**config.mk**
```make
export PLATFORM = sky130hd
export DESIGN_NAME = psrl_hash
export DESIGN_NICKNAME = d
export VERILOG_FILES = /design/src/rtl/psrl_pkg.sv /design/src/rtl/psrl_hash.sv
export SDC_FILE = /design/constraint.sdc
export NUM_CORES = 1
export LEC_CHECK = 0
export ABC_AREA = 1
export CAP_MARGIN = 20
export CORE_MARGIN = 5
export CORE_UTILIZATION = 48
export CTS_CLUSTER_DIAMETER = 120
export DETAILED_ROUTE_END_ITERATION = 12
export DONT_BUFFER_PORTS = 1
export GPL_ROUTABILITY_DRIVEN = 0
export HOLD_SLACK_MARGIN = 0.12
export PLACE_DENSITY = 0.62
export SLEW_MARGIN = 20
export SYNTH_ARGS = -nofsm -noshare
export SYNTH_HDL_FRONTEND = slang
export SYNTH_SLANG_ARGS = --single-unit
```
**constraint.sdc**
```tcl
create_clock -name clk -period 8.2 [get_ports clk]
set_input_delay 2.46 -clock clk [delete_from_list [all_inputs] [get_ports clk]]
set_output_delay 2.46 -clock clk [all_outputs]
set_load 0.05 [all_outputs]
```
**src/rtl/psrl_pkg.sv**
```systemverilog
`timescale 1ns / 1ps
package psrl_pkg;
  localparam int DefNumSets = 256;
  localparam int DefNumWays = 4;
  localparam int AddrW = 64;
  localparam int TimeW = 32;
  localparam int CountW = 32;
  localparam int LimitW = 20;
  localparam int VerdictW = 2;
  localparam logic [TimeW-1:0] IdleSeconds = 32'd60;
  localparam logic [CountW-1:0] CountMax = 32'hFFFF_FFFF;
  localparam int HashModulus = 1031;
  localparam int HashShift = 5;
  // floor(h/1031) = (h * HashRecip) >> HashRecipShift for any 32-bit h
  localparam int HashRecipShift = 42;
  localparam logic [31:0] HashRecip =
    32'(((64'd1 << HashRecipShift) + 64'(HashModulus) - 64'd1) / 64'(HashModulus));

  localparam logic [VerdictW-1:0] VerdictServe = 2'd0;
  localparam logic [VerdictW-1:0] VerdictDeny = 2'd1;
  localparam logic [VerdictW-1:0] VerdictFull = 2'd2;

  // one table entry as stored in memory
  typedef struct packed {
    logic valid;
    logic [AddrW-1:0] addr_high;
    logic [AddrW-1:0] addr_low;
    logic [CountW-1:0] count;
    logic [TimeW-1:0] last_seen;
  } entry_t;

  // one hash step: h = h*33 ^ byte
  function automatic logic [31:0] hash_step(input logic [31:0] h, input logic [7:0] b);
    logic [31:0] t;
    t = h + (h << HashShift);
    return t ^ {24'd0, b};
  endfunction
endpackage

```
**src/rtl/psrl_hash.sv**
```systemverilog
`timescale 1ns / 1ps
module psrl_hash #(
  parameter int NUM_SETS = psrl_pkg::DefNumSets
) (
  input  logic clk,
  input  logic rst,
  input  logic go,
  input  logic [psrl_pkg::AddrW-1:0] hi,
  input  logic [psrl_pkg::AddrW-1:0] lo,
  output logic done,
  output logic [10:0] set_idx
);
  import psrl_pkg::*;

  // residue/NUM_SETS by reciprocal, exact for any 11-bit residue
  localparam int SetShift = 11 + $clog2(NUM_SETS);
  localparam logic [13:0] SetRecip =
    14'(((64'd1 << SetShift) + 64'(NUM_SETS) - 64'd1) / 64'(NUM_SETS));

  typedef enum logic [2:0] {S_IDLE, S_HASH, S_MUL, S_FOLD, S_SET} state_t;
  state_t state;
  logic [3:0] idx;
  logic [31:0] h;
  logic [7:0] cur_byte;
  logic [127:0] addr;
  logic [63:0] prod;
  logic [31:0] hash_rem;
  logic [10:0] residue;
  logic [24:0] set_prod;
  logic [10:0] set_quo;
  logic [22:0] set_sub;

  assign addr = {hi, lo};
  assign cur_byte = addr[(4'd15 - idx)*8 +: 8];

  // subtract the quotient multiple to get h mod 1031
  assign hash_rem = h - 32'(prod[63:HashRecipShift]) * 32'(HashModulus);

  // reduce the residue to a set index
  assign set_prod = 25'(residue) * 25'(SetRecip);
  assign set_quo = 11'(set_prod >> SetShift);
  assign set_sub = 23'(set_quo) * 23'(NUM_SETS);

  // hash bytes one a cycle, then reduce by reciprocal multiplication
  always_ff @(posedge clk) begin
    done <= 1'b0;
    if (rst) begin
      state <= S_IDLE;
    end else begin
      unique case (state)
        S_IDLE: begin
          if (go) begin
            h <= 32'd0;
            idx <= 4'd0;
            state <= S_HASH;
          end
        end
        S_HASH: begin
          h <= hash_step(h, cur_byte);
          idx <= idx + 4'd1;
          if (idx == 4'd15) begin
            state <= S_MUL;
          end
        end
        S_MUL: begin
          prod <= 64'(h) * 64'(HashRecip);
          state <= S_FOLD;
        end
        S_FOLD: begin
          residue <= hash_rem[10:0];
          state <= S_SET;
        end
        S_SET: begin
          set_idx <= residue - set_sub[10:0];
          done <= 1'b1;
          state <= S_IDLE;
        end
        default: state <= S_IDLE;
      endcase
    end
  end
endmodule

```
==> impl_metrics.json <==
{
  "wl_met3_mm": 2.62,
  "placed_cell_area_mm2": 0.0214,
  "grt_pass1_vias": 17500,
  "yosys.area_share.simple": 0.157,
  "dpl.hpwl_mm": 49.7,
  "reg2reg_setup_slack_ps": 1480,
  "nFillCells": 4179,
  "yosys_warnings": 0,
  "synth.avg_cell_area_um2": 8.10,
  "numCtsBuffers": 9,
  "tns_ps": 0,
  "clkLatencyLatePin_ps": 370,
  "ys_types": 41,
  "antenna_left": 0,
  "top_layer": "met4",
  "drv_slew": 0,
  "die_w_um": 218,
  "ys_async_sr_fraction": 0,
  "critPathRequiredTime_ps": 8320,
  "rr_endpoint": "prod[42]",
  "synth_edf_count": 60,
  "clock-sinks": 64,
  "clockBufferDepth": 2,
  "first_pass_iters": 8,
  "status": "completed",
  "clk_pin_slew_ps": 60,
  "totalWireLength_mm": 56.4,
  "clock-skew-final_ps": 7.34,
  "cpMostUsedCell": "fa_1",
  "critPathLaunchType": "register",
  "synth_top_family_by_area": "adder cells",
  "rows": 76,
  "num-nets-final": 3368,
  "grt_pass1_wl_mm": 91.9,
  "cp-end-kind": "register",
  "yosysMostFrequentCell": "inv_1",
  "diodes": 0,
  "r2r-start": "h[2]",
  "cts_resized": 0,
  "min_path_type": "reg2reg",
  "hold_ws_ps": 417,
  "stdcell_area_mm2": 0.0217,
  "start_util": 0.483,
  "maxCapViolations": 0,
  "drive_gt1_frac": 0.0203,
  "synth_xor_area_frac": 0.00846,
  "synth-seq-area-share": 0.0909,
  "core_mm2": 0.0429,
  "synthFlopType": "edfxtp_1",
  "path_class": "reg2reg",
  "io_buffers": 0,
  "worstHoldStart": "residue[0]",
  "synth_area_leaders": "fa_1 34%, ha_1 20%, inv_1 13%",
  "slew_headroom": 0.271,
  "grt_max_degree": 79,
  "wl_met1_mm": 23.7,
  "crit_arrival_ps": 6850,
  "rsz0062_at_grt": "false",
  "yosys.area_share.adder": 0.541,
  "drt_iter0_markers": 1131,
  "crit_chain": "inv_1, fa_1, inv_1, fa_1, fa_1, fa_1, fa_1, fa_1, fa_1, inv_1, fa_1, inv_1, ha_1, nand2_1, nor2_1, nand2_1, nor2_1, nand4_1, nand4_1, nand2_1",
  "ctsHoldBuffers": 0,
  "overflow": 0,
  "vias_per_cell": 5.19,
  "clockRootBuffer": "clkbuf_16",
  "tightestPinTransition_ps": 1090,
  "fin_crit_ps": 6720,
  "synth-seq-cells": 64,
  "synthCells": 2555,
  "netlist_area_mm2": 0.0207,
  "synth_common_cells": "742 x inv_1, 461 x nand2_1, 354 x fa_1, 328 x ha_1, 171 x nor2_1",
  "met2_length_mm": 28.0,
  "hold_viol": 0,
  "num_vias": 16300,
  "slowest_delay_ps": 870,
  "synth_top_area_frac": 0.342,
  "post-cts-setup-buffers": 0,
  "yosysTopAreaCell": "fa_1",
  "syn2layout_area_growth_pct": 4.78,
  "hold_path_end": "set_idx[0]",
  "max_clock_freq_mhz": 149,
  "die_area_mm2": 0.0474,
  "synth-compound-area-share": 0.0592,
  "die_h_um": 218,
  "finalSetupViolCount": 0,
  "avgRoutedWirePerCell_um": 17.9,
  "synth_mux_area_frac": 0,
  "drc_errors": 0,
  "h-tree-depth": 3,
  "antenna_found_initial": 0,
  "period_share": 0.820,
  "holdPathStages": 0,
  "tritoncts": "built",
  "reg2regPathDepth": 20,
  "grt_use_total": 0.248,
  "ioPinCount": 143,
  "cp_max_fo": 13,
  "slowest_stage": "edfxtp_1"
}
## per-layer routing
metal | track usage | up-vias
met2 | 0.437 | 419
met5 | 0 | -
met3 | 0.0348 | 118
li1 | - | 7746
met4 | 0.0847 | 0
met1 | 0.314 | 8021
## worst max-delay path, delay by kind of cell (launching register included)
kind | cells | cell delay, ps
flip-flops | 1 | 870
adder cells (fa/ha/maj) | 9 | 4260
buffers and inverters | 4 | 380
AND/OR/NAND/NOR | 7 | 990
## kinds of logic after synthesis
kind of cell    Yosys count
simple gates            791
buf+inv                 775
fa+ha+maj               682
compound gates          222
flops                    64
xor+xnor                 20
other cells               1
## registers in the layout, summed over array words and instances (netlist names)
name and cells:
h 32, prod 8, residue 8, set_idx 8, idx 4, state 3, done 1
## stage by stage
stage          setup WS (ps)  utilization  std cells
5_1_grt                 1060        0.506       3144
4_1_cts                 1470        0.506       3144
2_1_floorplan           2000            -       2557
3_5_place_dp            1480        0.499       3129
3_3_place_gp            1540        0.499       3129
6_report                1480        0.506       3144
## worst max-delay path by stage
| stage | startpoint | end | slack, ps | depth (start not counted) |
|---|---|---|---|---|
| 2_1_floorplan | h[3] | prod[49] | 2000 | 25 |
| 6_report | h[2] | prod[42] | 1480 | 20 |
| 3_5_place_dp | h[2] | prod[43] | 1480 | 22 |
| 5_1_grt | h[2] | prod[49] | 1060 | 26 |
| 3_3_place_gp | h[2] | prod[43] | 1540 | 22 |
| 4_1_cts | h[2] | prod[43] | 1470 | 22 |
## cell type report
| class | instances | area [um^2] | area share |
|---|---|---|---|
| clock inverters | 6 | 61.3 | 0.00283 |
| clock buffers | 9 | 225 | 0.0104 |
| well taps | 585 | 732 | 0.0337 |
| repair buffers | 17 | 128 | 0.00588 |
| multi-input cells | 1718 | 15900 | 0.731 |
| inverters | 745 | 2800 | 0.129 |
| flip-flops and latches | 64 | 1880 | 0.0868 |
## placed cells by master (no fill, tap or decap), types with 7 or more instances in the layout
| master | instances |
|---|---|
| a31oi_1 | 9 |
| buf_4 | 17 |
| o21ai_1 | 8 |
| fa_1 | 354 |
| ha_1 | 328 |
| edfxtp_1 | 60 |
| o21ai_0 | 64 |
| clkbuf_16 | 9 |
| xor2_1 | 15 |
| o211ai_1 | 15 |
| nand3_1 | 93 |
| o21bai_1 | 12 |
| nand4_1 | 25 |
| a21oi_1 | 101 |
| nand2_1 | 461 |
| nor3_1 | 10 |
| o21a_1 | 7 |
| nor2_1 | 170 |
| inv_1 | 742 |
Power is left out: the tool's default activity adds up to more than one toggle a clock period on the data nets, which glitch-free logic cannot reach.
